`config.mk`:
```
export PLATFORM = sky130hd
export DESIGN_NAME = pressure_sensor_conditioner
export DESIGN_NICKNAME = d
export VERILOG_FILES = /design/src/rtl/psc_pkg.sv /design/src/rtl/psc_csr.sv /design/src/rtl/psc_div.sv /design/src/rtl/psc_datapath.sv /design/src/rtl/psc_ctrl.sv /design/src/rtl/pressure_sensor_conditioner.sv
export VERILOG_INCLUDE_DIRS = /design/src /design/src/rtl
export SDC_FILE = /design/constraint.sdc
export NUM_CORES = 2
export LEC_CHECK = 0
export ABC_AREA = 0
export CORE_AREA = 5 5 301 303
export CTS_CLUSTER_SIZE = 10
export DETAILED_ROUTE_END_ITERATION = 6
export DIE_AREA = 0 0 306 308
export DONT_BUFFER_PORTS = 1
export GPL_TIMING_DRIVEN = 0
export PLACE_DENSITY = 0.66
export SYNTH_ARGS = -nofsm -noshare
export SYNTH_HDL_FRONTEND = slang
export SYNTH_SLANG_ARGS = --single-unit
```
`constraint.sdc`:
```
create_clock -name clock -period 10.1 [get_ports clock]
set_clock_uncertainty 0.05 [all_clocks]
set_input_delay 2.525 -clock clock [delete_from_list [all_inputs] [get_ports clock]]
set_output_delay 2.525 -clock clock [all_outputs]
set_load 0.01 [all_outputs]
```
`src/rtl/assert_macros.svh`:
```
// assertion macros for the rtl files, included by psc_datapath
`ifndef ASSERT_MACROS_SVH
`define ASSERT_MACROS_SVH

`ifndef SYNTH

// property must hold at every rising clock edge outside reset
`define ASSERT_CLK(lbl, clk, rst, prop) \
   lbl: assert property (@(posedge clk) disable iff (rst) prop) \
      else $error("assertion failed");

// condition must never be seen at a rising clock edge outside reset
`define ASSERT_NEVER(lbl, clk, rst, expr) \
   lbl: assert property (@(posedge clk) disable iff (rst) !(expr)) \
      else $error("forbidden condition seen");

`else

`define ASSERT_CLK(lbl, clk, rst, prop)

`define ASSERT_NEVER(lbl, clk, rst, expr)

`endif

`endif

```
`src/rtl/psc_pkg.sv`:
```
// types, widths and constants of the pressure sensor conditioner
package psc_pkg;

   localparam int SAMPLES_PER_READING_DEF   = 10;
   localparam int AVERAGE_FRACTION_BITS_DEF = 8;

   localparam int ADC_W      = 12;
   localparam int SUM_W      = 16;
   localparam int CNT_W      = 4;
   localparam int MV_W       = 16;
   localparam int PRESS_W    = 11;
   localparam int OHM_W      = 20;
   localparam int SPAN_W     = 13;
   localparam int WEIGHT_W   = 9;
   localparam int SCALE_W    = 12;
   localparam int K_W        = 16;
   localparam int CSR_IDX_W  = 3;
   localparam int CSR_DATA_W = 20;

   localparam int ADC_FULL_CODE = 4095;
   localparam int ADC_FULL_MV   = 3300;
   localparam int WEIGHT_ONE    = 256;

   localparam int MV_Q_BITS = 16;
   localparam int P_Q_BITS  = 11;
   localparam int DIV_CNT_W = 5;

   typedef enum logic [CSR_IDX_W-1:0] {
      REG_DIVIDER_TOP    = 3'd0,
      REG_DIVIDER_BOTTOM = 3'd1,
      REG_SPAN_LOW       = 3'd2,
      REG_SPAN_HIGH      = 3'd3,
      REG_FULL_SCALE     = 3'd4,
      REG_SMOOTHING      = 3'd5
   } psc_reg_type;

   typedef enum logic [3:0] {
      OP_NONE,
      OP_MUL_SCALE,
      OP_MUL_GAIN,
      OP_MUL_DEN,
      OP_DIV_MV_START,
      OP_MV_STORE,
      OP_MUL_SPAN,
      OP_DIV_P_START,
      OP_P_STORE,
      OP_ZERO_NOW,
      OP_MUL_DECAY,
      OP_EMA_UPDATE,
      OP_EMIT,
      OP_EMIT_ERR
   } psc_op_type;

   typedef enum logic [3:0] {
      ST_IDLE,
      ST_SCALE,
      ST_GAIN,
      ST_DEN,
      ST_DIV_MV_LOAD,
      ST_DIV_MV,
      ST_MV,
      ST_SPAN,
      ST_DIV_P_LOAD,
      ST_DIV_P,
      ST_PRESS,
      ST_DECAY,
      ST_EMA,
      ST_EMIT,
      ST_EMIT_ERR
   } psc_state_type;

   typedef struct packed {
      logic [OHM_W-1:0]    divider_top_ohms;
      logic [OHM_W-1:0]    divider_bottom_ohms;
      logic [SPAN_W-1:0]   span_low_mv;
      logic [SPAN_W-1:0]   span_high_mv;
      logic [PRESS_W-1:0]  full_scale_tenths;
      logic [WEIGHT_W-1:0] smoothing_weight;
   } psc_cfg_type;

   typedef struct packed {
      logic       take_sample;
      psc_op_type op;
   } psc_cmd_type;

   typedef struct packed {
      logic group_done;
      logic span_bad;
      logic mv_low;
      logic div_busy;
      logic out_free;
   } psc_stat_type;

endpackage

```
`src/rtl/psc_csr.sv`:
```
// configuration register file
module psc_csr (
   input  logic                               clock,
   input  logic                               reset,
   input  logic                               csr_valid,
   output logic                               csr_ready,
   input  logic [psc_pkg::CSR_IDX_W-1:0]      csr_index,
   input  logic [psc_pkg::CSR_DATA_W-1:0]     csr_wdata,
   output psc_pkg::psc_cfg_type               cfg
);

   psc_pkg::psc_cfg_type cfg_ff;
   psc_pkg::psc_cfg_type cfg_in;

   assign csr_ready = 1'b1;
   assign cfg = cfg_ff;

   always_comb begin
      cfg_in = cfg_ff;
      if (csr_valid) begin
         case (psc_pkg::psc_reg_type'(csr_index))
            psc_pkg::REG_DIVIDER_TOP: begin
               cfg_in.divider_top_ohms = csr_wdata[psc_pkg::OHM_W-1:0];
            end
            psc_pkg::REG_DIVIDER_BOTTOM: begin
               cfg_in.divider_bottom_ohms = csr_wdata[psc_pkg::OHM_W-1:0];
            end
            psc_pkg::REG_SPAN_LOW: begin
               cfg_in.span_low_mv = csr_wdata[psc_pkg::SPAN_W-1:0];
            end
            psc_pkg::REG_SPAN_HIGH: begin
               cfg_in.span_high_mv = csr_wdata[psc_pkg::SPAN_W-1:0];
            end
            psc_pkg::REG_FULL_SCALE: begin
               cfg_in.full_scale_tenths = csr_wdata[psc_pkg::PRESS_W-1:0];
            end
            psc_pkg::REG_SMOOTHING: begin
               cfg_in.smoothing_weight = csr_wdata[psc_pkg::WEIGHT_W-1:0];
            end
            default: begin
               cfg_in = cfg_ff;
            end
         endcase
      end
   end

   always_ff @(posedge clock) begin
      if (reset) begin
         cfg_ff.divider_top_ohms    <= psc_pkg::OHM_W'(10000);
         cfg_ff.divider_bottom_ohms <= psc_pkg::OHM_W'(20000);
         cfg_ff.span_low_mv         <= psc_pkg::SPAN_W'(500);
         cfg_ff.span_high_mv        <= psc_pkg::SPAN_W'(4500);
         cfg_ff.full_scale_tenths   <= psc_pkg::PRESS_W'(1000);
         cfg_ff.smoothing_weight    <= psc_pkg::WEIGHT_W'(77);
      end else begin
         cfg_ff <= cfg_in;
      end
   end

endmodule

```
`src/rtl/psc_div.sv`:
```
// restoring divider, one quotient bit per cycle
module psc_div #(
   parameter int DIV_W = 52,
   parameter int Q_W   = 16
) (
   input  logic                          clock,
   input  logic                          reset,
   input  logic                          start,
   input  logic [DIV_W-1:0]              dividend,
   input  logic [DIV_W-1:0]              divisor,
   input  logic [psc_pkg::DIV_CNT_W-1:0] steps,
   output logic                          busy,
   output logic [Q_W-1:0]                quotient
);

   logic                          busy_ff, busy_in;
   logic [psc_pkg::DIV_CNT_W-1:0] cnt_ff, cnt_in;
   logic [DIV_W-1:0]              rem_ff, rem_in;
   logic [DIV_W-1:0]              dsh_ff, dsh_in;
   logic [Q_W-1:0]                quo_ff, quo_in;

   assign busy     = busy_ff;
   assign quotient = quo_ff;

   always_comb begin
      busy_in = busy_ff;
      cnt_in  = cnt_ff;
      rem_in  = rem_ff;
      dsh_in  = dsh_ff;
      quo_in  = quo_ff;
      if (start) begin
         busy_in = 1'b1;
         cnt_in  = steps;
         rem_in  = dividend;
         dsh_in  = divisor;
         quo_in  = '0;
      end else if (busy_ff) begin
         if (rem_ff >= dsh_ff) begin
            rem_in = rem_ff - dsh_ff;
            quo_in = {quo_ff[Q_W-2:0], 1'b1};
         end else begin
            quo_in = {quo_ff[Q_W-2:0], 1'b0};
         end
         dsh_in = dsh_ff >> 1;
         cnt_in = cnt_ff - 1'b1;
         if (cnt_ff == psc_pkg::DIV_CNT_W'(1)) begin
            busy_in = 1'b0;
         end
      end
   end

   always_ff @(posedge clock) begin
      if (reset) begin
         busy_ff <= 1'b0;
         cnt_ff  <= '0;
      end else begin
         busy_ff <= busy_in;
         cnt_ff  <= cnt_in;
      end
   end

   always_ff @(posedge clock) begin
      rem_ff <= rem_in;
      dsh_ff <= dsh_in;
      quo_ff <= quo_in;
   end

endmodule

```
`src/rtl/psc_datapath.sv`:
```
// sample accumulation, shared multiplier, divider, moving average and result register
`include "assert_macros.svh"

module psc_datapath #(
   parameter int SAMPLES_PER_READING   = psc_pkg::SAMPLES_PER_READING_DEF,
   parameter int AVERAGE_FRACTION_BITS = psc_pkg::AVERAGE_FRACTION_BITS_DEF
) (
   input  logic                             clock,
   input  logic                             reset,
   input  psc_pkg::psc_cfg_type             cfg,
   input  psc_pkg::psc_cmd_type             ctrl_cmd,
   output psc_pkg::psc_stat_type            ctrl_stat,
   input  logic                             req_valid,
   input  logic [psc_pkg::ADC_W-1:0]        req_adc_sample,
   output logic                             rsp_valid,
   input  logic                             rsp_ready,
   output logic [psc_pkg::PRESS_W-1:0]      rsp_pressure_now,
   output logic [psc_pkg::PRESS_W-1:0]      rsp_pressure_smoothed,
   output logic                             rsp_span_error
);

   localparam int SUM_W   = psc_pkg::SUM_W;
   localparam int CNT_W   = psc_pkg::CNT_W;
   localparam int MV_W    = psc_pkg::MV_W;
   localparam int PRESS_W = psc_pkg::PRESS_W;
   localparam int F       = AVERAGE_FRACTION_BITS;
   localparam int ACC_W   = PRESS_W + F;
   localparam int NUM0_W  = SUM_W + psc_pkg::SCALE_W;
   localparam int MA_W    = (NUM0_W > ACC_W) ? NUM0_W : ACC_W;
   localparam int MB_W    = psc_pkg::OHM_W + 1;
   localparam int PROD_W  = MA_W + MB_W;
   localparam int DEN_W   = psc_pkg::K_W + psc_pkg::OHM_W;
   localparam int DSAT_W  = DEN_W + psc_pkg::MV_Q_BITS;
   localparam int DIV_W   = (PROD_W > DSAT_W) ? PROD_W : DSAT_W;
   localparam int EMA_W   = ACC_W + 10;
   localparam int WT_W    = psc_pkg::WEIGHT_W;
   localparam logic [psc_pkg::K_W-1:0] DEN_K =
      psc_pkg::K_W'(psc_pkg::ADC_FULL_CODE * SAMPLES_PER_READING);
   localparam logic [WT_W-1:0] WT_ONE = WT_W'(psc_pkg::WEIGHT_ONE);

   logic [SUM_W-1:0]   sample_sum_ff, sample_sum_in;
   logic [CNT_W-1:0]   sample_count_ff, sample_count_in;
   logic [ACC_W-1:0]   acc_ff, acc_in;
   logic               rsp_valid_ff, rsp_valid_in;

   logic [SUM_W-1:0]   grp_sum_ff, grp_sum_in;
   logic [PROD_W-1:0]  prod_ff, prod_in;
   logic [DEN_W-1:0]   den_ff, den_in;
   logic [MV_W-1:0]    mv_ff, mv_in;
   logic [PRESS_W-1:0] now_ff, now_in;
   logic               sat_ff, sat_in;
   logic [PRESS_W-1:0] rsp_now_ff, rsp_now_in;
   logic [PRESS_W-1:0] rsp_smooth_ff, rsp_smooth_in;
   logic               rsp_err_ff, rsp_err_in;

   logic               accept;
   logic [SUM_W-1:0]   sum_next;
   logic [CNT_W-1:0]   count_next;
   logic               group_last;
   logic               out_free;
   logic               emit;

   logic [MA_W-1:0]    mul_a;
   logic [MB_W-1:0]    mul_b;
   logic [PROD_W-1:0]  mult_p;
   logic [WT_W-1:0]    w_eff;
   logic [EMA_W-1:0]   ema_sum;
   logic [PRESS_W-1:0] q_press;

   logic               div_start;
   logic               div_busy;
   logic [DIV_W-1:0]   div_divisor;
   logic [DIV_W-1:0]   div_limit;
   logic [psc_pkg::DIV_CNT_W-1:0] div_steps;
   logic [psc_pkg::MV_Q_BITS-1:0] div_quo;

   assign accept     = req_valid && ctrl_cmd.take_sample;
   assign sum_next   = sample_sum_ff + SUM_W'(req_adc_sample);
   assign count_next = sample_count_ff + 1'b1;
   assign group_last = (count_next == CNT_W'(SAMPLES_PER_READING));
   assign out_free   = !rsp_valid_ff || rsp_ready;
   assign emit       = ctrl_cmd.op inside {psc_pkg::OP_EMIT, psc_pkg::OP_EMIT_ERR};

   assign w_eff   = (cfg.smoothing_weight > WT_ONE) ? WT_ONE : cfg.smoothing_weight;
   assign q_press = div_quo[psc_pkg::P_Q_BITS-1:0];

   assign ctrl_stat.group_done = accept && group_last;
   assign ctrl_stat.span_bad   = (cfg.span_high_mv <= cfg.span_low_mv);
   assign ctrl_stat.mv_low     = (mv_ff <= MV_W'(cfg.span_low_mv));
   assign ctrl_stat.div_busy   = div_busy;
   assign ctrl_stat.out_free   = out_free;

   // shared multiplier
   always_comb begin
      mul_a = '0;
      mul_b = '0;
      case (ctrl_cmd.op)
         psc_pkg::OP_MUL_SCALE: begin
            mul_a = MA_W'(grp_sum_ff);
            mul_b = MB_W'(psc_pkg::ADC_FULL_MV);
         end
         psc_pkg::OP_MUL_GAIN: begin
            mul_a = MA_W'(prod_ff[NUM0_W-1:0]);
            mul_b = {1'b0, cfg.divider_top_ohms} + {1'b0, cfg.divider_bottom_ohms};
         end
         psc_pkg::OP_MUL_DEN: begin
            mul_a = MA_W'(DEN_K);
            mul_b = MB_W'(cfg.divider_bottom_ohms);
         end
         psc_pkg::OP_MUL_SPAN: begin
            mul_a = MA_W'(mv_ff - MV_W'(cfg.span_low_mv));
            mul_b = MB_W'(cfg.full_scale_tenths);
         end
         psc_pkg::OP_MUL_DECAY: begin
            mul_a = MA_W'(acc_ff);
            mul_b = MB_W'(WT_ONE - w_eff);
         end
         psc_pkg::OP_EMA_UPDATE: begin
            mul_a = MA_W'(now_ff);
            mul_b = MB_W'(w_eff);
         end
         default: begin
            mul_a = '0;
            mul_b = '0;
         end
      endcase
   end

   assign mult_p  = PROD_W'(mul_a) * PROD_W'(mul_b);
   assign ema_sum = EMA_W'(prod_ff) + (EMA_W'(mult_p) << F);

   assign div_start = ctrl_cmd.op inside {psc_pkg::OP_DIV_MV_START, psc_pkg::OP_DIV_P_START};

   always_comb begin
      if (ctrl_cmd.op == psc_pkg::OP_DIV_MV_START) begin
         div_divisor = DIV_W'(den_ff) << (psc_pkg::MV_Q_BITS - 1);
         div_limit   = DIV_W'(den_ff) << psc_pkg::MV_Q_BITS;
         div_steps   = psc_pkg::DIV_CNT_W'(psc_pkg::MV_Q_BITS);
      end else begin
         div_divisor = DIV_W'(den_ff) << (psc_pkg::P_Q_BITS - 1);
         div_limit   = DIV_W'(den_ff) << psc_pkg::P_Q_BITS;
         div_steps   = psc_pkg::DIV_CNT_W'(psc_pkg::P_Q_BITS);
      end
   end

   psc_div #(
      .DIV_W (DIV_W),
      .Q_W   (psc_pkg::MV_Q_BITS)
   ) u_div (
      .clock    (clock),
      .reset    (reset),
      .start    (div_start),
      .dividend (DIV_W'(prod_ff)),
      .divisor  (div_divisor),
      .steps    (div_steps),
      .busy     (div_busy),
      .quotient (div_quo)
   );

   always_comb begin
      sample_sum_in   = sample_sum_ff;
      sample_count_in = sample_count_ff;
      grp_sum_in      = grp_sum_ff;
      prod_in         = prod_ff;
      den_in          = den_ff;
      mv_in           = mv_ff;
      now_in          = now_ff;
      sat_in          = sat_ff;
      acc_in          = acc_ff;
      rsp_valid_in    = rsp_valid_ff;
      rsp_now_in      = rsp_now_ff;
      rsp_smooth_in   = rsp_smooth_ff;
      rsp_err_in      = rsp_err_ff;

      if (accept) begin
         if (group_last) begin
            grp_sum_in      = sum_next;
            sample_sum_in   = '0;
            sample_count_in = '0;
         end else begin
            sample_sum_in   = sum_next;
            sample_count_in = count_next;
         end
      end

      if (rsp_ready) begin
         rsp_valid_in = 1'b0;
      end

      case (ctrl_cmd.op)
         psc_pkg::OP_MUL_SCALE, psc_pkg::OP_MUL_GAIN,
         psc_pkg::OP_MUL_DECAY: begin
            prod_in = mult_p;
         end
         psc_pkg::OP_MUL_DEN: begin
            den_in = mult_p[DEN_W-1:0];
         end
         psc_pkg::OP_DIV_MV_START, psc_pkg::OP_DIV_P_START: begin
            sat_in = (DIV_W'(prod_ff) >= div_limit);
         end
         psc_pkg::OP_MV_STORE: begin
            if (grp_sum_ff == '0) begin
               mv_in = '0;
            end else if (sat_ff) begin
               mv_in = '1;
            end else begin
               mv_in = div_quo[MV_W-1:0];
            end
         end
         psc_pkg::OP_MUL_SPAN: begin
            prod_in = mult_p;
            den_in  = DEN_W'(cfg.span_high_mv - cfg.span_low_mv);
         end
         psc_pkg::OP_P_STORE: begin
            if (sat_ff || (q_press > cfg.full_scale_tenths)) begin
               now_in = cfg.full_scale_tenths;
            end else begin
               now_in = q_press;
            end
         end
         psc_pkg::OP_ZERO_NOW: begin
            now_in = '0;
         end
         psc_pkg::OP_EMA_UPDATE: begin
            acc_in = ema_sum[ACC_W+7:8];
         end
         psc_pkg::OP_EMIT: begin
            rsp_valid_in  = 1'b1;
            rsp_now_in    = now_ff;
            rsp_smooth_in = acc_ff[ACC_W-1:F];
            rsp_err_in    = 1'b0;
         end
         psc_pkg::OP_EMIT_ERR: begin
            rsp_valid_in  = 1'b1;
            rsp_now_in    = '0;
            rsp_smooth_in = '0;
            rsp_err_in    = 1'b1;
         end
         default: begin
            sat_in = sat_ff;
         end
      endcase
   end

   always_ff @(posedge clock) begin
      if (reset) begin
         sample_sum_ff   <= '0;
         sample_count_ff <= '0;
         acc_ff          <= '0;
         rsp_valid_ff    <= 1'b0;
      end else begin
         sample_sum_ff   <= sample_sum_in;
         sample_count_ff <= sample_count_in;
         acc_ff          <= acc_in;
         rsp_valid_ff    <= rsp_valid_in;
      end
   end

   always_ff @(posedge clock) begin
      grp_sum_ff    <= grp_sum_in;
      prod_ff       <= prod_in;
      den_ff        <= den_in;
      mv_ff         <= mv_in;
      now_ff        <= now_in;
      sat_ff        <= sat_in;
      rsp_now_ff    <= rsp_now_in;
      rsp_smooth_ff <= rsp_smooth_in;
      rsp_err_ff    <= rsp_err_in;
   end

   assign rsp_valid             = rsp_valid_ff;
   assign rsp_pressure_now      = rsp_now_ff;
   assign rsp_pressure_smoothed = rsp_smooth_ff;
   assign rsp_span_error        = rsp_err_ff;

   `ASSERT_CLK(a_count_below_group, clock, reset, sample_count_ff < SAMPLES_PER_READING)
   `ASSERT_CLK(a_press_clamped, clock, reset, (ctrl_cmd.op == psc_pkg::OP_P_STORE) |=> (now_ff <= cfg.full_scale_tenths))
   `ASSERT_NEVER(a_emit_over_pending, clock, reset, emit && rsp_valid_ff && !rsp_ready)
   `ASSERT_NEVER(a_div_restart, clock, reset, div_start && div_busy)

endmodule

```
`src/rtl/psc_ctrl.sv`:
```
// sequencing state machine for the conversion of one group
module psc_ctrl (
   input  logic                  clock,
   input  logic                  reset,
   input  psc_pkg::psc_stat_type ctrl_stat,
   output psc_pkg::psc_cmd_type  ctrl_cmd
);

   psc_pkg::psc_state_type state_ff, state_in;

   always_ff @(posedge clock) begin
      if (reset) begin
         state_ff <= psc_pkg::ST_IDLE;
      end else begin
         state_ff <= state_in;
      end
   end

   always_comb begin
      state_in             = state_ff;
      ctrl_cmd.take_sample = 1'b0;
      ctrl_cmd.op          = psc_pkg::OP_NONE;
      case (state_ff)
         psc_pkg::ST_IDLE: begin
            ctrl_cmd.take_sample = 1'b1;
            if (ctrl_stat.group_done) begin
               state_in = ctrl_stat.span_bad ? psc_pkg::ST_EMIT_ERR : psc_pkg::ST_SCALE;
            end
         end
         psc_pkg::ST_SCALE: begin
            ctrl_cmd.op = psc_pkg::OP_MUL_SCALE;
            state_in    = psc_pkg::ST_GAIN;
         end
         psc_pkg::ST_GAIN: begin
            ctrl_cmd.op = psc_pkg::OP_MUL_GAIN;
            state_in    = psc_pkg::ST_DEN;
         end
         psc_pkg::ST_DEN: begin
            ctrl_cmd.op = psc_pkg::OP_MUL_DEN;
            state_in    = psc_pkg::ST_DIV_MV_LOAD;
         end
         psc_pkg::ST_DIV_MV_LOAD: begin
            ctrl_cmd.op = psc_pkg::OP_DIV_MV_START;
            state_in    = psc_pkg::ST_DIV_MV;
         end
         psc_pkg::ST_DIV_MV: begin
            if (!ctrl_stat.div_busy) begin
               state_in = psc_pkg::ST_MV;
            end
         end
         psc_pkg::ST_MV: begin
            ctrl_cmd.op = psc_pkg::OP_MV_STORE;
            state_in    = psc_pkg::ST_SPAN;
         end
         psc_pkg::ST_SPAN: begin
            if (ctrl_stat.mv_low) begin
               ctrl_cmd.op = psc_pkg::OP_ZERO_NOW;
               state_in    = psc_pkg::ST_DECAY;
            end else begin
               ctrl_cmd.op = psc_pkg::OP_MUL_SPAN;
               state_in    = psc_pkg::ST_DIV_P_LOAD;
            end
         end
         psc_pkg::ST_DIV_P_LOAD: begin
            ctrl_cmd.op = psc_pkg::OP_DIV_P_START;
            state_in    = psc_pkg::ST_DIV_P;
         end
         psc_pkg::ST_DIV_P: begin
            if (!ctrl_stat.div_busy) begin
               state_in = psc_pkg::ST_PRESS;
            end
         end
         psc_pkg::ST_PRESS: begin
            ctrl_cmd.op = psc_pkg::OP_P_STORE;
            state_in    = psc_pkg::ST_DECAY;
         end
         psc_pkg::ST_DECAY: begin
            ctrl_cmd.op = psc_pkg::OP_MUL_DECAY;
            state_in    = psc_pkg::ST_EMA;
         end
         psc_pkg::ST_EMA: begin
            ctrl_cmd.op = psc_pkg::OP_EMA_UPDATE;
            state_in    = psc_pkg::ST_EMIT;
         end
         psc_pkg::ST_EMIT: begin
            if (ctrl_stat.out_free) begin
               ctrl_cmd.op = psc_pkg::OP_EMIT;
               state_in    = psc_pkg::ST_IDLE;
            end
         end
         psc_pkg::ST_EMIT_ERR: begin
            if (ctrl_stat.out_free) begin
               ctrl_cmd.op = psc_pkg::OP_EMIT_ERR;
               state_in    = psc_pkg::ST_IDLE;
            end
         end
         default: begin
            state_in = psc_pkg::ST_IDLE;
         end
      endcase
   end

endmodule

```
`src/rtl/pressure_sensor_conditioner.sv`:
```
// Pressure sensor conditioner: sums groups of SAMPLES_PER_READING 12-bit ADC samples and,
// on the last sample of each group, converts the average to millivolts, removes the input
// divider gain (saturating at 65535 mV), maps the sensor span onto 0..full_scale_tenths and
// updates a moving average with weight smoothing_weight/256; one response per group carries
// the reading, the smoothed reading and a span error flag. A sample that does not close a
// group is accepted without a stall. The sample that closes a group stalls the input until
// its response is issued, which also waits on rsp_ready for the previous one; a span error
// skips the conversion, a voltage at or below span_low_mv the pressure division. The serial
// restoring divider gives one quotient bit per cycle, 16 bits for the millivolt value and
// 11 for the pressure; the single shared multiplier serves six steps. Configuration registers
// should only be written while no group is in progress.
module pressure_sensor_conditioner #(
   parameter int SAMPLES_PER_READING   = psc_pkg::SAMPLES_PER_READING_DEF,
   parameter int AVERAGE_FRACTION_BITS = psc_pkg::AVERAGE_FRACTION_BITS_DEF
) (
   input  logic                               clock,
   input  logic                               reset,
   input  logic                               req_valid,
   output logic                               req_ready,
   input  logic [psc_pkg::ADC_W-1:0]          req_adc_sample,
   output logic                               rsp_valid,
   input  logic                               rsp_ready,
   output logic [psc_pkg::PRESS_W-1:0]        rsp_pressure_now,
   output logic [psc_pkg::PRESS_W-1:0]        rsp_pressure_smoothed,
   output logic                               rsp_span_error,
   input  logic                               csr_valid,
   output logic                               csr_ready,
   input  logic [psc_pkg::CSR_IDX_W-1:0]      csr_index,
   input  logic [psc_pkg::CSR_DATA_W-1:0]     csr_wdata
);

   psc_pkg::psc_cfg_type  cfg;
   psc_pkg::psc_cmd_type  ctrl_cmd;
   psc_pkg::psc_stat_type ctrl_stat;

   assign req_ready = ctrl_cmd.take_sample;

   psc_csr u_csr (
      .clock     (clock),
      .reset     (reset),
      .csr_valid (csr_valid),
      .csr_ready (csr_ready),
      .csr_index (csr_index),
      .csr_wdata (csr_wdata),
      .cfg       (cfg)
   );

   psc_ctrl u_ctrl (
      .clock     (clock),
      .reset     (reset),
      .ctrl_stat (ctrl_stat),
      .ctrl_cmd  (ctrl_cmd)
   );

   psc_datapath #(
      .SAMPLES_PER_READING   (SAMPLES_PER_READING),
      .AVERAGE_FRACTION_BITS (AVERAGE_FRACTION_BITS)
   ) u_datapath (
      .clock                 (clock),
      .reset                 (reset),
      .cfg                   (cfg),
      .ctrl_cmd              (ctrl_cmd),
      .ctrl_stat             (ctrl_stat),
      .req_valid             (req_valid),
      .req_adc_sample        (req_adc_sample),
      .rsp_valid             (rsp_valid),
      .rsp_ready             (rsp_ready),
      .rsp_pressure_now      (rsp_pressure_now),
      .rsp_pressure_smoothed (rsp_pressure_smoothed),
      .rsp_span_error        (rsp_span_error)
   );

endmodule

```
=== Word level (Yosys, flattened, before mapping) ===
Index checks and enable logic that the tools add are counted.

* Register bits: 408
* Input bits: 40
* Output and inout port bits: 26
* Logic and storage cells: 149

* Add/subtract/negate cells: 9
* Multipliers: 1
* $lt $le $gt $ge: 6
* Equality and inequality tests: 38
* Mux-type cells: 40
* Reductions and logical operators: 29

{| class="wikitable"
|+ Operators by type and width
! cell !! count
|-
| $pmux 28 s6 || 1
|-
| $mux 52 || 3
|-
| $mux 49 || 3
|-
| $pmux 21 s6 || 1
|-
| $pmux 36 s2 || 1
|-
| $pmux 11 s2 || 3
|-
| $eq 4x4->1 const B || 14
|-
| $pmux 4 s14 || 1
|-
| $ge 49x52->1 || 1
|-
| $ge 52x52->1 || 1
|-
| $sub 52x52->52 || 1
|-
| $mux 51 || 1
|-
| $mul 28x21->49 || 1
|-
| $pmux 4 s12 || 1
|-
| $mux 4 || 9
|-
| $eq 4x3->1 const B || 8
|-
| $mux 16 || 2
|-
| $add 27x27->27 || 1
|-
| $add 20x20->21 || 1
|-
| $reduce_and 2->1 || 9
|-
| $sub 16x13->17 || 1
|-
| $add 16x12->16 || 1
|-
| $eq 4x2->1 const B || 4
|-
| $le 16x13->1 || 1
|-
| other kinds (30) || 53
|}

=== Depth between registers and ports, before layout ===
* Depth after elaboration: 8
* Depth in mapped cells: 42
* Mapped depth without buffers: 40

=== Cells and area by module ===
A second synthesis with hierarchy kept.

* Cell total of the unflattened synthesis: 5014
* Area, all modules: 44831.7 sq um

{| class="wikitable"
|+ Modules (own cells, without submodules)
! module !! instances !! cells each !! area an instance (sq um) !! seq. area each (sq um)
|-
| psc_datapath || 1 || 3667 || 32422.3 || 5365.1
|-
| psc_div || 1 || 944 || 8406.8 || 3563.4
|-
| psc_csr || 1 || 327 || 3424.5 || 1721.7
|-
| psc_ctrl || 1 || 76 || 578.1 || 80.1
|}

=== Least setup slack after synthesis ===
No wires, ideal clock.

* Path kind: register to register
* Start: register u_datapath.mv_ff[0]
* End: register u_datapath.prod_ff[41] (data pin)
* Setup time: 274 ps
* Arrival: 8755 ps
* Data required time: 9776 ps
* Path slack: 1021 ps
* Cell stages (with the launch flop): 37
* Path buffers: 2
* Clock period less this slack: 9079 ps
* Path through: edfxtp_1 > inv_1 > ha_1 > inv_1 > fa_1 > a21o_1 > a21oi_1 > o21ai_1 > a2111o_1 > a31o_2 > nor2b_1 > nor3_4 > buf_4 > a221o_1 > buf_2 > nand2_1 > fa_1 > inv_1 > fa_1 > inv_1 > fa_1 > inv_1 > fa_1 > fa_1 > fa_1 > inv_1 > fa_1 > inv_1 > ha_1 > nand2_1 > or3_1 > or2_2 > o22ai_1 > o2111ai_1 > a21boi_0 > mux2i_1 > o2111ai_1

* Longest elaborated chain between the ends: 6
* Elaborated cells between the ends (all ways): 13
* Those cells by class: 1 x add/sub; 1 x mul; 1 x order compare; 6 x eq/ne; 4 x mux

{| class="wikitable"
|+ Ends and longest elaborated chain
! element !! line !! source
|-
| start: declaration || psc_datapath.sv:49 || <nowiki>logic [MV_W-1:0] mv_ff, mv_in;</nowiki>
|-
| start signal: assignment || psc_datapath.sv:263 || <nowiki>mv_ff <= mv_in;</nowiki>
|-
| $le 16x13->1 || psc_datapath.sv:89 || <nowiki>assign ctrl_stat.mv_low = (mv_ff <= MV_W'(cfg.span_low_mv));</nowiki>
|-
| $mux 4 || psc_ctrl.sv:56 || <nowiki>if (ctrl_stat.mv_low) begin</nowiki>
|-
| $pmux 4 s12 || psc_ctrl.sv:23 || <nowiki>case (state_ff)</nowiki>
|-
| $eq 4x4->1 (tied with other cells) || psc_datapath.sv:97 || <nowiki>case (ctrl_cmd.op)</nowiki>
|-
| $pmux 28 s6 or $pmux 21 s6 (tied branches) || psc_datapath.sv:97 ||
|-
| $mul 28x21->49 (*) || psc_datapath.sv:129 || <nowiki>assign mult_p = PROD_W'(mul_a) * PROD_W'(mul_b);</nowiki>
|-
| net u_datapath.mult_p[41] || psc_datapath.sv:65 || <nowiki>logic [PROD_W-1:0] mult_p;</nowiki>
|-
| end signal: assignment || psc_datapath.sv:261 || <nowiki>prod_ff <= prod_in;</nowiki>
|-
| end: declaration || psc_datapath.sv:47 || <nowiki>logic [PROD_W-1:0] prod_ff, prod_in;</nowiki>
|}

Mark *: on every way through the listed nets, which the timed path passes. The rest lies on a longest branch.
A chain may end at the register's enable or synchronous reset.

=== Worst setup path in the final report ===
* Start: register u_ctrl.state_ff[3]
* End: register u_datapath.prod_ff[47] (data pin)

* Longest elaborated chain between the ends: 5
* Elaborated cells between the ends (all ways): 22
* Those cells by class: 1 x mul; 18 x eq/ne; 3 x mux

{| class="wikitable"
|+ Ends and longest elaborated chain
! element !! line !! source
|-
| start: declaration || psc_ctrl.sv:9 || <nowiki>psc_pkg::psc_state_type state_ff, state_in;</nowiki>
|-
| start signal: assignment || psc_ctrl.sv:13 || <nowiki>state_ff <= psc_pkg::ST_IDLE;</nowiki>
|-
| start signal: assignment || psc_ctrl.sv:15 || <nowiki>state_ff <= state_in;</nowiki>
|-
| $eq 4x4->1 (tied with other cells) || psc_ctrl.sv:23 ||
|-
| $pmux 4 s12 (*) || psc_ctrl.sv:23 ||
|-
| $eq 4x4->1 (tied with other cells) || psc_datapath.sv:97 ||
|-
| $pmux 28 s6 or $pmux 21 s6 (tied branches) || psc_datapath.sv:97 ||
|-
| $mul 28x21->49 (*) || psc_datapath.sv:129 ||
|-
| net u_datapath.mult_p[47] || psc_datapath.sv:65 ||
|}

Marked as above.

==> flow_summary.yaml <==
pwr:
  power_density_nw_per_um2: 76.4
  p_leak_nw: 21.2
  peakVddDrop_mv: 0.135
floorplan:
  io_pins: 66
  dieArea_sq_um: 94200
  start_util: 0.494
  num_rows: 109
  die_h_um: 308
  die_w_um: 306
  core_sq_um: 87700
routing:
  drt_wl_total_um: 147000
  dr.pass1.iters: 6
  initialDrtViolationCount: 3501
  vias: 36269
  ant_nets: 0
  wl_per_cell_um: 23.8
  avgViaCountPerCell: 5.86
  drc: 0
worst_setup_path:
  path_class: "flop to flop"
  cp_common_cell: "fa_1"
  endpoint_kind: "flop"
  critPathMaxStageDelay_ps: 660
  reg2reg_depth: 29
  crit_required_ps: 10390
  arrival_ps: 10190
  setup.worst_path.start_class: "flop"
  slowest_stage: "buf_1"
  cp_max_fo: 10
place:
  place_ws_ps: -1160
  dp_cells: 6062
  numPortBuffers: 0
  place_congestion: 1.04
  dp_hpwl_um: 120000
global_routing:
  grtUsageTotal: 0.309
  grt_max_degree: 39
  grt_busiest_layer: "met2"
  grt_util_met1: 0.433
  antenna_found_initial: 1
  grt_use_met2: 0.474
  overflow: 0
  grt_pass1_vias: 35796
  grtUsageMet3: 0.0673
  grt_first_pass_wirelength_um: 223000
timing:
  worstMarginPinSlew_ps: 1320
  setup_ws_ps: 197
  period_needed_ps: 9900
  setup_viol: 0
  slew_violations: 0
  hold_viol: 0
  relSlewSlack: 0.116
  max_freq_ghz: 0.101
  finalCritPeriodShare: 0.981
synth:
  ys_ff_latch: 407
  synth_nets: 5768
  synth.distinct_cells: 96
  synthArstFlopShare: 0
  syn_avg_cell_area_sq_um: 8.86
  syn_area_sq_um: 43300
  yosysSeqAreaShare: 0.246
  synthFlopType: "edfxtp_1"
  synth_edf_count: 252
  syn-instance-count: 4890
  synth_warnings: 0
worst_hold_path:
  hold_class: "flop to flop"
  whs_path_depth: 2
finish:
  finalNonFillerCells: 6191
  fill_cells: 8222
  nNetsFinal: 5871
  utilization: 0.542
  drive_gt1_frac: 0.0738
  area_growth_pct: 9.61
clocking:
  clk_pin_slew_ps: 60
  clkSinkCount: 407
  cts_root_buf: "clkbuf_16"
  cts_buffers: 49
  clkLatencyLatePin_ps: 600
  cts_buffer_depth: 3
  postCtsHoldBufs: 0
  tritoncts: "built"
  htreeDepth: 2
flow_run:
  drv_cap: 0
run_status:
  outcome: "finished, final reports clean"
sequential cells by signal, summed over array words and instances (netlist names):
signal	cells
u_datapath.u_div.dsh_ff	51
u_datapath.rsp_span_error	1
u_datapath.rsp_valid	1
u_datapath.mv_ff	16
u_datapath.u_div.rem_ff	52
u_datapath.sample_sum_ff	16
u_datapath.rsp_pressure_now	11
u_datapath.rsp_pressure_smoothed	11
u_datapath.sample_count_ff	4
u_datapath.prod_ff	49
u_datapath.u_div.busy	1
u_datapath.grp_sum_ff	16
u_datapath.den_ff	36
u_ctrl.state_ff	4
u_datapath.sat_ff	1
u_datapath.u_div.cnt_ff	5
u_datapath.acc_ff	19
u_datapath.now_ff	11
u_csr.cfg	86
u_datapath.u_div.quotient	16
path summary, 6_finish.rpt:
path                                          from                endpoint  slack (ps)
worst min-delay path                 u_csr.cfg[44]           u_csr.cfg[44]         400
worst min register to register       u_csr.cfg[44]           u_csr.cfg[44]         400
worst max register to register  u_ctrl.state_ff[3]  u_datapath.prod_ff[47]         200
worst max-delay path            u_ctrl.state_ff[3]  u_datapath.prod_ff[47]         200
timing repair:
action | in CTS | in global routing
gates cloned | 0 | 0
endpoints found under the setup margin | 54 | 39
pin swaps | 8 | 15
resized for setup | 92 | 136
buffers inserted | 26 | 27
area by class of cell:
| type | instances | area [sq um] | area share |
|---|---|---|---|
| diodes | 1 | 2.50 | 0.0000527 |
| plain buffers | 216 | 1100 | 0.0231 |
| inverters | 653 | 2450 | 0.0516 |
| repair buffers | 60 | 543 | 0.0114 |
| well taps | 1165 | 1460 | 0.0307 |
| clock buffers | 78 | 1370 | 0.0287 |
| flip-flops and latches | 407 | 10700 | 0.225 |
| clock inverters | 5 | 77.6 | 0.00163 |
| multi-input cells | 3606 | 29800 | 0.628 |
Yosys cell counts (93+ instances only):
| library cell | number | area (sq um) |
|---|---|---|
| ha_1 | 341 | 4270 |
| edfxtp_1 | 252 | 7570 |
| nand3_1 | 95 | 475 |
| nand2_1 | 777 | 2920 |
| nor2_1 | 456 | 1710 |
| dfxtp_1 | 155 | 3100 |
| fa_1 | 497 | 9950 |
| clkbuf_1 | 162 | 608 |
| inv_1 | 652 | 2450 |
| o21ai_0 | 156 | 781 |
| xnor2_1 | 93 | 815 |
| a21oi_1 | 290 | 1450 |
report_power, final:
| part | switching [W] | total [W] | leakage (nW) | internal [W] |
|---|---|---|---|---|
| combinational | 0.000124 | 0.000196 | 16.8 | 0.0000719 |
| clock | 0.000679 | 0.00165 | 0.691 | 0.000966 |
| sequential | 0.0000184 | 0.00179 | 3.75 | 0.00177 |
| total | 0.000822 | 0.00363 | 21.2 | 0.00281 |
cell families after synthesis:
group	Yosys count	share of synthesized area
buffers and inverters	877	0.0780
flip-flops	407	0.246
other	1	0.0000865
adder cells (fa/ha/maj)	838	0.328
XOR/XNOR	146	0.0298
multiplexers	51	0.0118
AO/OA/AOI/OAI	899	0.137
AND/OR/NAND/NOR	1671	0.169
cells in the final DEF (no fill, tap or decap), drive strengths merged, types with 52 or more instances in the layout:
cell type and instances:
a21o 91, o21ai 171, nand3 95, ha 341, buf 123, xnor2 93, edfxtp 252, nor2 466
fa 497, inv 653, a21oi 293, nand2 777, clkbuf 231, dfxtp 155, nor2b 58, xor2 52
through the flow:
step	hold WS, ps	TNS [ps]	cell area [sq um]	power [W]
4_1_cts	405	0	46900	0.00364
3_5_place_dp	398	-33480	44900	0.00201
3_3_place_gp	394	-28770	44800	0.00200
2_1_floorplan	382	0	43300	0.00195
6_report	403	0	47500	0.00363
5_1_grt	419	-66.3	47500	0.00374
critical path, delay by kind of cell (launching register included):
family | cells | cell delay (ps)
AOI/OAI and AO/OA | 5 | 1300
buffers and inverters | 9 | 2030
and+or+nand+nor | 6 | 1730
DFF | 1 | 360
xor gates and xnor gates | 1 | 70
adders and majority gates | 8 | 4100
layer usage:
| metal | up-vias | routed length (um) |
|---|---|---|
| met5 | - | 17 |
| met4 | 2 | 6600 |
| met3 | 324 | 14800 |
| met2 | 1704 | 63800 |
| met1 | 17790 | 62300 |
| li1 | 16449 | - |
Note: power is estimated with default switching activity, not from simulation.
